`src/hw/rtl/assert_macros.svh`:
```
// ----------------------------------------------------------------------------
// assert_macros.svh
// Concurrent assertion helpers for the sleep controller blocks.
// ----------------------------------------------------------------------------
`ifndef ASSERT_MACROS_SVH
`define ASSERT_MACROS_SVH

`ifndef SYNTHESIS
// Check a property at every rising edge outside reset
`define ADSC_ASSERT(lbl, clk, rstn, prop) \
  lbl: assert property (@(posedge clk) disable iff (!rstn) (prop)) \
    else $error("sleep controller assertion failed");
// Check that a condition is followed by a result in the next cycle
`define ADSC_ASSERT_NEXT(lbl, clk, rstn, ante, cons) \
  lbl: assert property (@(posedge clk) disable iff (!rstn) (ante) |=> (cons)) \
    else $error("sleep controller assertion failed");
`else
`define ADSC_ASSERT(lbl, clk, rstn, prop)
`define ADSC_ASSERT_NEXT(lbl, clk, rstn, ante, cons)
`endif

`endif

```
`src/hw/rtl/adsc_pkg.sv`:
```
// ----------------------------------------------------------------------------
// adsc_pkg
// Shared widths, codes and bundles of the activity-driven sleep controller.
// ----------------------------------------------------------------------------
package adsc_pkg;

  localparam int TIME_W = 32;
  localparam int HOLD_W = 16;
  localparam int DUTY_W = 7;
  localparam int CNT_W  = 16;
  localparam int PROD_W = DUTY_W + HOLD_W;
  localparam int ADDR_W = 3;
  localparam int CFG_DW = 32;
  localparam int IN_W   = 48;
  localparam int OUT_W  = 88;

  // Dwell in sleep-soon before going sleepy
  localparam logic [TIME_W-1:0] SOON_DWELL_MS = TIME_W'(500);
  // Percent scale of the duty setting
  localparam logic [6:0]        PCT_SCALE     = 7'd100;

  // Register reset values
  localparam logic [DUTY_W-1:0] DUTY_RST      = 7'd10;
  localparam logic [HOLD_W-1:0] PERIOD_RST    = 16'd100;
  localparam logic [TIME_W-1:0] MAX_SLEEP_RST = TIME_W'(10000);
  localparam logic [HOLD_W-1:0] INIT_HOLD_RST = 16'd10000;
  localparam logic [HOLD_W-1:0] DEF_ACT_RST   = 16'd5000;
  localparam logic [PROD_W-1:0] PROD_RST      = PROD_W'(1000);

  typedef enum logic [2:0] {
    MODE_INIT   = 3'd0,
    MODE_ACTIVE = 3'd1,
    MODE_SOON   = 3'd2,
    MODE_SLEEPY = 3'd3,
    MODE_DOZE   = 3'd4
  } pwr_mode_t;

  typedef enum logic [ADDR_W-1:0] {
    REG_ENABLE    = 3'd0,
    REG_DUTY      = 3'd1,
    REG_SLEEP_LEN = 3'd2,
    REG_PERIOD    = 3'd3,
    REG_MAX_SLEEP = 3'd4,
    REG_INIT_HOLD = 3'd5,
    REG_DEF_ACT   = 3'd6
  } cfg_reg_t;

  // Settings seen by the state machine
  typedef struct packed {
    logic              enable;
    logic [HOLD_W-1:0] period;
    logic [TIME_W-1:0] max_sleep;
    logic [HOLD_W-1:0] init_hold;
    logic [HOLD_W-1:0] def_active;
    logic [PROD_W-1:0] doze_prod;   // period * duty, before the percent scale
  } cfg_t;

  // One result word
  typedef struct packed {
    logic [CNT_W-1:0]  doze_total;
    logic [TIME_W-1:0] asleep_time_ms;
    logic [TIME_W-1:0] awake_time_ms;
    logic              forced_wake;
    logic              sleep_request;
    pwr_mode_t         power_state;
  } res_t;

endpackage

```
`src/hw/rtl/adsc_cfg.sv`:
```
// ----------------------------------------------------------------------------
// adsc_cfg
// Setting registers and the pre-scaled doze interval product.
// ----------------------------------------------------------------------------
module adsc_cfg (
  input  logic                         clk,
  input  logic                         rst_n,
  input  logic                         cfg_we,
  input  logic [adsc_pkg::ADDR_W-1:0]  cfg_addr,
  input  logic [adsc_pkg::CFG_DW-1:0]  cfg_wdata,
  output adsc_pkg::cfg_t               cfg
);
  import adsc_pkg::*;

  logic              enable_r;
  logic [DUTY_W-1:0] duty_r;
  logic [HOLD_W-1:0] period_r;
  logic [TIME_W-1:0] max_sleep_r;
  logic [HOLD_W-1:0] init_hold_r;
  logic [HOLD_W-1:0] def_active_r;
  logic [PROD_W-1:0] prod_r;

  logic [DUTY_W-1:0] mul_duty;
  logic [HOLD_W-1:0] mul_period;
  logic [PROD_W-1:0] prod_nxt;
  logic              prod_upd;

  // Take the new operand from the write port, the other from its register
  always_comb begin
    mul_duty   = (cfg_addr == REG_DUTY)   ? cfg_wdata[DUTY_W-1:0] : duty_r;
    mul_period = (cfg_addr == REG_PERIOD) ? cfg_wdata[HOLD_W-1:0] : period_r;
    prod_nxt   = PROD_W'(mul_duty) * PROD_W'(mul_period);
    prod_upd   = cfg_we && ((cfg_addr == REG_DUTY) || (cfg_addr == REG_PERIOD));
  end

  // Hold the registers; the sleep length feeds no result and is dropped
  always_ff @(posedge clk) begin
    if (!rst_n) begin
      enable_r     <= 1'b0;
      duty_r       <= DUTY_RST;
      period_r     <= PERIOD_RST;
      max_sleep_r  <= MAX_SLEEP_RST;
      init_hold_r  <= INIT_HOLD_RST;
      def_active_r <= DEF_ACT_RST;
      prod_r       <= PROD_RST;
    end else begin
      if (prod_upd) begin
        prod_r <= prod_nxt;
      end
      if (cfg_we) begin
        case (cfg_addr)
          REG_ENABLE:    enable_r     <= cfg_wdata[0];
          REG_DUTY:      duty_r       <= cfg_wdata[DUTY_W-1:0];
          REG_SLEEP_LEN: ;
          REG_PERIOD:    period_r     <= cfg_wdata[HOLD_W-1:0];
          REG_MAX_SLEEP: max_sleep_r  <= cfg_wdata[TIME_W-1:0];
          REG_INIT_HOLD: init_hold_r  <= cfg_wdata[HOLD_W-1:0];
          REG_DEF_ACT:   def_active_r <= cfg_wdata[HOLD_W-1:0];
          default: ;
        endcase
      end
    end
  end

  always_comb begin
    cfg.enable     = enable_r;
    cfg.period     = period_r;
    cfg.max_sleep  = max_sleep_r;
    cfg.init_hold  = init_hold_r;
    cfg.def_active = def_active_r;
    cfg.doze_prod  = prod_r;
  end

endmodule

```
`src/hw/rtl/adsc_fsm.sv`:
```
// ----------------------------------------------------------------------------
// adsc_fsm
// Power state machine, activity hold, doze counter and the two stopwatches.
// ----------------------------------------------------------------------------
`include "assert_macros.svh"

module adsc_fsm (
  input  logic                         clk,
  input  logic                         rst_n,
  input  adsc_pkg::cfg_t               cfg,
  input  logic                         step,
  input  logic [adsc_pkg::TIME_W-1:0]  now,
  input  logic [adsc_pkg::HOLD_W-1:0]  radio,
  output adsc_pkg::res_t               res
);
  import adsc_pkg::*;

  pwr_mode_t         mode_r, mode_nxt;
  logic [TIME_W-1:0] entry_r, entry_nxt;
  logic [HOLD_W-1:0] hold_r, hold_nxt;
  logic [CNT_W-1:0]  cnt_r, cnt_nxt;
  logic [TIME_W-1:0] a_st_r, a_st_nxt, a_en_r, a_en_nxt;
  logic              a_run_r, a_run_nxt;
  logic [TIME_W-1:0] s_st_r, s_st_nxt, s_en_r, s_en_nxt;
  logic              s_run_r, s_run_nxt;

  logic [TIME_W-1:0] in_mode;
  logic [TIME_W:0]   in_mode_p1;
  logic [39:0]       doze_scaled;
  logic              doze_due;
  logic [TIME_W-1:0] limit_prod;
  logic              limit_hit;
  logic              radio_hit;
  logic              chg;
  pwr_mode_t         tgt;
  logic              req;
  logic              forced;

  // Elapsed time in the current mode and the limit checks
  always_comb begin
    in_mode     = now - entry_r;
    in_mode_p1  = {1'b0, in_mode} + (TIME_W+1)'(1);
    doze_scaled = 40'(in_mode_p1) * 40'(PCT_SCALE);
    // in_mode >= max(prod / 100, 1)
    doze_due    = (in_mode != '0) && (40'(cfg.doze_prod) < doze_scaled);
    limit_prod  = TIME_W'(cnt_r) * TIME_W'(cfg.period);
    limit_hit   = limit_prod > cfg.max_sleep;
    radio_hit   = radio != '0;
  end

  // Pick the transition for this poll
  always_comb begin
    chg    = 1'b0;
    tgt    = mode_r;
    req    = 1'b0;
    forced = 1'b0;
    if (cfg.enable) begin
      case (mode_r)
        MODE_INIT: begin
          if (in_mode > TIME_W'(cfg.init_hold)) begin
            chg = 1'b1;
            tgt = MODE_ACTIVE;
          end
        end
        MODE_ACTIVE: begin
          if (!radio_hit && (in_mode > TIME_W'(hold_r))) begin
            chg = 1'b1;
            tgt = MODE_SOON;
          end
        end
        MODE_SOON: begin
          if (radio_hit) begin
            chg = 1'b1;
            tgt = MODE_ACTIVE;
          end else if (in_mode > SOON_DWELL_MS) begin
            chg = 1'b1;
            tgt = MODE_SLEEPY;
          end
        end
        MODE_SLEEPY: begin
          chg = 1'b1;
          if (radio_hit) begin
            tgt = MODE_ACTIVE;
          end else begin
            req = 1'b1;
            if (limit_hit) begin
              tgt    = MODE_ACTIVE;
              forced = 1'b1;
            end else begin
              tgt = MODE_DOZE;
            end
          end
        end
        MODE_DOZE: begin
          if (radio_hit) begin
            chg = 1'b1;
            tgt = MODE_ACTIVE;
          end else if (doze_due) begin
            chg = 1'b1;
            tgt = MODE_SLEEPY;
          end
        end
        default: ;
      endcase
    end
  end

  // Work out the state after the poll
  always_comb begin
    mode_nxt  = mode_r;
    entry_nxt = entry_r;
    hold_nxt  = hold_r;
    cnt_nxt   = cnt_r;
    a_st_nxt  = a_st_r;
    a_en_nxt  = a_en_r;
    a_run_nxt = a_run_r;
    s_st_nxt  = s_st_r;
    s_en_nxt  = s_en_r;
    s_run_nxt = s_run_r;
    if (!cfg.enable) begin
      entry_nxt = now;
    end else begin
      // grow the activity hold
      if (radio_hit && (radio > hold_r)) begin
        hold_nxt = radio;
      end
      // activity in active restarts the mode timer
      if ((mode_r == MODE_ACTIVE) && radio_hit) begin
        entry_nxt = now;
      end
      if (chg) begin
        mode_nxt  = tgt;
        entry_nxt = now;
        // resume the awake stopwatch
        if (!a_run_r) begin
          a_st_nxt = now - (a_en_r - a_st_r);
        end
        a_run_nxt = 1'b1;
        // leaving sleepy stops the asleep stopwatch
        if (mode_r == MODE_SLEEPY) begin
          if (s_run_r) begin
            s_en_nxt = now;
          end
          s_run_nxt = 1'b0;
        end
        // entering sleepy swaps the stopwatches and restores the hold
        if (tgt == MODE_SLEEPY) begin
          hold_nxt  = cfg.def_active;
          a_en_nxt  = now;
          a_run_nxt = 1'b0;
          if (!s_run_r) begin
            s_st_nxt = now - (s_en_r - s_st_r);
          end
          s_run_nxt = 1'b1;
        end
        if ((tgt == MODE_DOZE) && (cnt_r != '1)) begin
          cnt_nxt = cnt_r + CNT_W'(1);
        end
      end
      if (forced) begin
        cnt_nxt = '0;
      end
    end
  end

  // Report the state after the poll
  always_comb begin
    res.power_state    = mode_nxt;
    res.sleep_request  = req;
    res.forced_wake    = forced;
    res.awake_time_ms  = (a_run_nxt ? now : a_en_nxt) - a_st_nxt;
    res.asleep_time_ms = (s_run_nxt ? now : s_en_nxt) - s_st_nxt;
    res.doze_total     = cnt_nxt;
  end

  // Advance the state once per accepted poll
  always_ff @(posedge clk) begin
    if (!rst_n) begin
      mode_r  <= MODE_INIT;
      entry_r <= '0;
      hold_r  <= DEF_ACT_RST;
      cnt_r   <= '0;
      a_st_r  <= '0;
      a_en_r  <= '0;
      a_run_r <= 1'b0;
      s_st_r  <= '0;
      s_en_r  <= '0;
      s_run_r <= 1'b0;
    end else if (step) begin
      mode_r  <= mode_nxt;
      entry_r <= entry_nxt;
      hold_r  <= hold_nxt;
      cnt_r   <= cnt_nxt;
      a_st_r  <= a_st_nxt;
      a_en_r  <= a_en_nxt;
      a_run_r <= a_run_nxt;
      s_st_r  <= s_st_nxt;
      s_en_r  <= s_en_nxt;
      s_run_r <= s_run_nxt;
    end
  end

  `ADSC_ASSERT(a_one_watch, clk, rst_n, !(a_run_r && s_run_r))
  `ADSC_ASSERT(a_sleepy_counts, clk, rst_n, (mode_r != MODE_SLEEPY) || s_run_r)
  `ADSC_ASSERT_NEXT(a_hold_disabled, clk, rst_n, step && !cfg.enable, $stable(mode_r))
  `ADSC_ASSERT_NEXT(a_forced_clear, clk, rst_n, step && forced, cnt_r == '0)

endmodule

```
`src/hw/rtl/activity_driven_sleep_controller.sv`:
```
// ----------------------------------------------------------------------------
// activity_driven_sleep_controller
// Poll-driven power state machine with doze limit and awake/asleep timers.
// ----------------------------------------------------------------------------
// Channel   Direction  Word
// in_       slave      poll: time stamp and radio activity hold
// out_      master     report: power state, sleep request, timers, doze count
// cfg_      write      setting registers, one per index
//
// A poll is taken into an input register and evaluated there; its report
// lands in the output register, which drives tvalid.
// One poll per cycle is sustained while the output is not stalled; the
// state update is a single pass through the mode compare, the doze-limit
// multiply and the stopwatch subtracts.
// A stalled output holds the report and the poll behind it; in_tready drops
// only when both registers are full. Reset is synchronous.
// ----------------------------------------------------------------------------
`include "assert_macros.svh"

module activity_driven_sleep_controller (
  input  logic                         clk,
  input  logic                         rst_n,
  input  logic                         in_tvalid,
  output logic                         in_tready,
  // [31:0] now_ms, [47:32] radio_active
  input  logic [adsc_pkg::IN_W-1:0]    in_tdata,
  output logic                         out_tvalid,
  input  logic                         out_tready,
  // [2:0] power_state, [3] sleep_request, [4] forced_wake,
  // [36:5] awake_time_ms, [68:37] asleep_time_ms, [84:69] doze_total, [87:85] zero
  output logic [adsc_pkg::OUT_W-1:0]   out_tdata,
  input  logic                         cfg_we,
  input  logic [adsc_pkg::ADDR_W-1:0]  cfg_addr,
  input  logic [adsc_pkg::CFG_DW-1:0]  cfg_wdata
);
  import adsc_pkg::*;

  cfg_t              cfg;
  res_t              res;

  logic              v1_r;
  logic [TIME_W-1:0] now1_r;
  logic [HOLD_W-1:0] radio1_r;
  logic              ov_r;
  logic [OUT_W-1:0]  odata_r;
  logic              adv;
  logic              step;
  logic              take;

  adsc_cfg u_cfg (
    .clk       (clk),
    .rst_n     (rst_n),
    .cfg_we    (cfg_we),
    .cfg_addr  (cfg_addr),
    .cfg_wdata (cfg_wdata),
    .cfg       (cfg)
  );

  adsc_fsm u_fsm (
    .clk   (clk),
    .rst_n (rst_n),
    .cfg   (cfg),
    .step  (step),
    .now   (now1_r),
    .radio (radio1_r),
    .res   (res)
  );

  // Handshake: evaluate when the output register is free or draining
  always_comb begin
    adv       = !ov_r || out_tready;
    step      = v1_r && adv;
    in_tready = !v1_r || adv;
    take      = in_tvalid && in_tready;
  end

  // Input register
  always_ff @(posedge clk) begin
    if (!rst_n) begin
      v1_r <= 1'b0;
    end else if (in_tready) begin
      v1_r <= in_tvalid;
    end
  end

  always_ff @(posedge clk) begin
    if (take) begin
      now1_r   <= in_tdata[TIME_W-1:0];
      radio1_r <= in_tdata[TIME_W +: HOLD_W];
    end
  end

  // Output register
  always_ff @(posedge clk) begin
    if (!rst_n) begin
      ov_r <= 1'b0;
    end else if (step) begin
      ov_r <= 1'b1;
    end else if (out_tready) begin
      ov_r <= 1'b0;
    end
  end

  always_ff @(posedge clk) begin
    if (step) begin
      odata_r <= {3'b000, res};
    end
  end

  assign out_tvalid = ov_r;
  assign out_tdata  = odata_r;

  `ADSC_ASSERT(a_req_state, clk, rst_n,
    !(out_tvalid && out_tdata[3]) || (out_tdata[2:0] == MODE_DOZE) || out_tdata[4])
  `ADSC_ASSERT(a_forced_state, clk, rst_n,
    !(out_tvalid && out_tdata[4]) || ((out_tdata[2:0] == MODE_ACTIVE) && (out_tdata[84:69] == '0)))
  `ADSC_ASSERT_NEXT(a_stage_hold, clk, rst_n, v1_r && !adv, v1_r && $stable(now1_r))

endmodule

```
`config.mk`:
```
export PLATFORM = sky130hd
export DESIGN_NAME = activity_driven_sleep_controller
export DESIGN_NICKNAME = d
export VERILOG_FILES = /design/src/hw/rtl/adsc_pkg.sv /design/src/hw/rtl/adsc_cfg.sv /design/src/hw/rtl/adsc_fsm.sv /design/src/hw/rtl/activity_driven_sleep_controller.sv
export VERILOG_INCLUDE_DIRS = /design/src /design/src/hw/rtl
export SDC_FILE = /design/constraint.sdc
export NUM_CORES = 2
export LEC_CHECK = 0
export BUFFER_PORTS_ARGS = -buffer_cell sky130_fd_sc_hd__clkbuf_2
export CAP_MARGIN = 20
export CORE_MARGIN = 2
export CORE_UTILIZATION = 50
export DETAILED_ROUTE_END_ITERATION = 12
export PLACE_DENSITY = 0.79
export SLEW_MARGIN = 20
export SYNTH_ARGS = -nofsm -noshare
export SYNTH_HDL_FRONTEND = slang
export SYNTH_SLANG_ARGS = --single-unit
```
`constraint.sdc`:
```
create_clock -name clk -period 11.75 [get_ports clk]
set_clock_uncertainty 0.2 [all_clocks]
set_input_delay 1.7625 -clock clk [delete_from_list [all_inputs] [get_ports clk]]
set_output_delay 1.7625 -clock clk [all_outputs]
set_load 0.05 [all_outputs]
```
# [After elaboration in Yosys (flattened, before gate mapping)]
# Index checks and enable logic that the tools add are counted.
[word_totals] regBits=443 inputBits=88 out_inout_bits=90 wordCells=142
[op_classes] add_sub_neg=9 mul=3 order_cmp=6 n_eq_ne=13 n_mux=62 reduce_logical=26
[ops] op="$mux W32" count=19
[ops] op="$sub A32 B32 Y32" count=7
[ops] op="$mux W16" count=8
[ops] op="$gt A32 B16 Y1" count=2
[ops] op="$lt A23 B40 Y1" count=1
[ops] op="$mul A33 B5 Y38 const B" count=1
[ops] op="$add A32 B1 Y33 const B" count=1
[ops] op="$mux W3" count=11
[ops] op="$gt A32 B32 Y1" count=1
[ops] op="$gt A32 B9 Y1 const B" count=1
[ops] op="$mul A16 B16 Y32" count=1
[ops] op="$reduce_bool A32 Y1" count=1
[ops] op="$mul A7 B16 Y23" count=1
[ops] op="$mux W1" count=21
[ops] op="$add A16 B1 Y16 const B" count=1
[ops] op="$gt A16 B16 Y1" count=1
[ops] op="$ne A16 B16 Y1 const B" count=1
[ops] op="$reduce_bool A16 Y1" count=1
[ops] op="$eq A3 B3 Y1 const B" count=5
[ops] op="$pmux W3 S5" count=1
[ops] op="$reduce_and A2 Y1" count=7
[ops] op="$eq A3 B2 Y1 const B" count=4
[ops] op="$logic_and A1 B1 Y1" count=8
[ops] op="$mux W7" count=1
[ops] op="7 further kinds" count=13

# [Depth between registers and ports, before layout]
[logic_depth] ltp_word=15 mapped_depth=61

# [Cells and area by module]
# Synthesis repeated with hierarchy kept, for this count alone.
[hier_totals] cells_unflattened=5412 area_unflattened_um2=45558.7
[by_module_without_submodules] mod="adsc_fsm" instances=1 cells_per_inst=4360 area_per_inst_um2=33908.8 seq_area_each_um2=3943.8
[by_module_without_submodules] mod="adsc_cfg" instances=1 cells_per_inst=906 area_per_inst_um2=7526.0 seq_area_each_um2=2222.1
[by_module_without_submodules] mod="activity_driven_sleep_controller" instances=1 cells_per_inst=146 area_per_inst_um2=4124.0 seq_area_each_um2=4033.9

# [Worst setup path after synthesis]
# OpenSTA, ideal clock, no wires.
[synth_path] path_type="reg2reg" from="register now1_r[0]" to="register odata_r[67] (netlist: out_tdata[67]), data pin" setup_time_ns=0.261 t_arrival_ns=12.189 path_slack_ns=-0.900 path_stages_with_launch=57 cell_sequence="edfxtp_1 > inv_1 > ha_1 > fa_1 > nand2b_1 > nand2b_1 > a21oi_1 > xnor2_1 > nor4bb_1 > nand3_1 > nor4bb_1 > nand4_1 > or2_2 > nor2_1 > and2_1 > nand2b_1 > nor2_1 > nand2_1 > [... 21 more ...] > mux2i_1 > ha_1 > fa_1 > nor2b_1 > o21ai_0 > a21boi_0 > o21ai_0 > a21oi_1 > o21ai_0 > nand2b_1 > a211oi_1 > or3_1 > o211a_1 > a2111oi_0 > o21a_1 > o21a_1 > o21ai_0 > a311o_1"
[synth_rtl] element="start, declared" line_no="activity_driven_sleep_controller.sv:42" rtl="logic [TIME_W-1:0] now1_r;"
[synth_rtl] element="start signal, assigned" line_no="activity_driven_sleep_controller.sv:88" rtl="now1_r <= in_tdata[TIME_W-1:0];"
[synth_rtl] element="end signal, assigned" line_no="activity_driven_sleep_controller.sv:106" rtl="odata_r <= {3'b000, res};"
[synth_rtl] element="end, declared" line_no="activity_driven_sleep_controller.sv:45" rtl="logic [OUT_W-1:0] odata_r;"

==> metrics.csv <==
stage,metric,value,unit
critical_path,rrSetupSlack,-0.60,ns
timing,timing.final.ws_setup,-0.598,ns
placement,port_buffers,174,
timing,min_period_over_period,1.05,
power,power.total,0.00861,W
worst_hold_path,min-delay-start,u_cfg.max_sleep_r[24],
power,power_density,153,mW/mm^2
floorplanning,die_w,305,microns
critical_path,cp.arrival,12.59,ns
cts,clkSinkCount,441,
cts,numCtsBuffers,53,
grt,grt-ovfl-total,0,
timing,rsz0062_at_grt,true,
yosys,synth_edf_count,133,
grt,grt_pass1_wl,212000,microns
cts,clkLatencyLatePin,0.70,ns
yosys,ys_warn_count,0,
status,status,"complete, but fails checks",
yosys,synth_ff_type,dfxtp_1,
power,p_leak,26.2,nW
floorplanning,design.core.area,0.0897,sq mm
critical_path,worstPathMaxFanout,5,
critical_path,path_class,reg2reg,
worst_hold_path,holdPathEnd,u_cfg.max_sleep_r[24],
routing,drt_iter0_markers,3363,
final_layout,area_growth,24.8,%
power,ir_drop,180,uV
yosys,synth_area_leaders,"fa_1 (16%), ha_1 (14%), dfxtp_1 (14%)",
cts,clockRootBuffer,clkbuf_16,
yosys,synth_top_area_frac,0.158,
cts,htree_levels,2,
yosys,synth_cells,5359,
critical_path,critPathTopFamily,compound AO/OA/AOI/OAI gates,
timing,setup_tns,-3.51,ns
routing,routed_wl,136000,microns
routing,dr.pass1.iters,6,
final_layout,nets,7089,
final_layout,fill_cells,7211,
routing,wl_per_cell,18.5,microns
grt,grt_usage,0.283,
floorplanning,die-area,0.0927,sq mm
timing,finalHoldViolCount,0,
floorplanning,io-pin-count,178,
status,violations,setup timing,
routing,avgViaCountPerCell,5.59,
placement,hpwlAfterDp,103000,microns
grt,grt_start_max_net_pins,137,
routing,ant_nets,0,
grt,grt_pass1_vias,40499,
routing,via_count,41147,
run,maxCapViolCount,0,
cts,clockBufferDepth,3,
final_layout,drive_above_1_share,0.231,
critical_path,critPathCaptureType,flip-flop,
floorplanning,fp.dieH,305,microns
critical_path,cp-startpoint,now1_r[5],
yosys,ys_ff_latch,441,
worst_hold_path,hold_class,reg2reg,
timing,min_period,12.35,ns
cts,cts_tree,built,
floorplanning,fp-row-count,110,
critical_path,r2r_cells,58,
timing,max_freq,81.0,MHz
placement,post-place-cells,7173,
timing,final_max_slew_viol_count,0,
routing,drc_errors,0,
critical_path,cp.required,11.99,ns
placement,place.gp.congestion,0.980,
critical_path,start_kind,flip-flop,
yosys,synth_common_cells,"inv_1 (739), nand2_1 (657), ha_1 (508)",
critical_path,r2r_start,now1_r[5],
timing,tightest_slew,1.12,ns
cts,clkSlewWorstSetupHoldPaths,0.06,ns
critical_path,cp_num_buf_inv,9,
worst_hold_path,whs_path_depth,2,
critical_path,r2r-end,out_tdata[67],
timing,max_slew_margin,0.253,
yosys,avgSynthCellArea,8.42,sq um
floorplanning,start_util,0.503,
critical_path,crit_slowest_cell,edfxtp_1,
yosys,netlist_area,0.0451,sq mm
yosys,ys_seq_area_frac,0.225,
final_layout,final_cells,7359,
timing,setup_violations,13,
yosys,yosysMostFrequentCell,inv_1,
yosys,async_flop_share,0,
critical_path,max_stage_delay,0.53,ns
yosys,ys_types,93,
yosys,yosys.area.top_type,fa_1,
grt,antenna_found_initial,4,
cts,hold_buffers,0,
[what timing repair did]
item	CTS	global route
buffers inserted	40	62
endpoints found under the setup margin	34	42
pin swaps	94	179
resized for setup	155	302
[power breakdown]
group / internal [W] / switching (W) / total [W]
logic: 0.00253 / 0.00270 / 0.00523
clock network: 0.000930 / 0.000776 / 0.00171
registers: 0.00163 / 0.0000383 / 0.00167
[sequential cells by signal, indices dropped and copies added, names as in the netlist, 32 cells and up]
signal and cells:
u_fsm.a_en_r 32, u_cfg.max_sleep_r 32, u_fsm.a_st_r 32, out_tdata 85, now1_r 32, u_fsm.s_en_r 32, u_fsm.s_st_r 32, u_fsm.entry_r 32
[worst min-delay path: cells and delay by family (launching register included)]
family,cells,cell delay (ns)
DFF,1,0.31
and+or+nand+nor,1,0.05
AOI/OAI and AO/OA,1,0.05
[kinds of logic (layout without fill, tap and decap cells)]
kind of cell,after synthesis,count (layout),synth area share
and+or+nand+nor,1684,1684,0.169
AOI/OAI and AO/OA,1002,1002,0.139
buffers and inverters,950,1771,0.0805
adders and majority gates,864,864,0.299
DFF,441,441,0.225
xor gates and xnor gates,248,248,0.0484
muxes,169,169,0.0390
other,1,4,0.0000831
[how the worst max path moves through the flow]
| stage | endpoint | slack (ns) | depth (start not counted) |
|---|---|---|---|
| 6_report | out_tdata[67] | -0.60 | 58 |
| 5_1_grt | out_tdata[67] | -1.11 | 59 |
| 4_1_cts | out_tdata[67] | -0.55 | 57 |
| 3_5_place_dp | out_tdata[68] | -1.40 | 57 |
| 3_3_place_gp | out_tdata[68] | -1.09 | 57 |
| 2_1_floorplan | out_tdata[67] | 0.008 | 57 |
[per-layer routing]
layer | vias to the layer above | global-route usage | wire length [microns] | part of all wire
met5 | - | 0 | 41 | 0.00030
met2 | 1512 | 0.468 | 64300 | 0.47
met1 | 19850 | 0.373 | 55600 | 0.41
met3 | 317 | 0.0399 | 10000 | 0.074
li1 | 19462 | - | - | -
met4 | 6 | 0.119 | 6160 | 0.045
[placed cells by master (no fill, tap or decap), drive strengths merged, types with 40 or more instances in the layout]
master and n:
buf 758, inv 747, nand2 657, ha 508, nor2 452, a21oi 395, fa 356, dfxtp 308
clkbuf 236, o21ai 181, xnor2 170, edfxtp 133, mux2i 115, and2 114, nor3 108, a21o 87
nand3 79, xor2 77, a211oi 60, mux2 54, nand4 48, o21a 47, and3 44, nand2b 40
[area by class of cell]
cell class / instances / area (sq um) / share of cell area
clock buffer: 62 / 1380 / 0.0245
sequential: 441 / 10200 / 0.181
multi-input combinational: 3970 / 33200 / 0.590
inverter: 739 / 2790 / 0.0495
tap: 1176 / 1470 / 0.0261
clock inverter: 38 / 400 / 0.00711
antenna: 1 / 2.50 / 0.0000444
timing repair buffer: 932 / 6830 / 0.121
[per-stage QoR]
step	util	hold slack (ns)	worst slack (ns)	cell area, sq um
after global placement	0.579	0.243	-1.09	52000
after floorplan	-	0.236	0.00834	45400
after global routing	0.628	0.274	-1.11	56300
final	0.628	0.252	-0.598	56300
after CTS	0.609	0.256	-0.545	54600
after detailed placement	0.579	0.247	-1.40	52000
(Power assumes the default switching activity.)
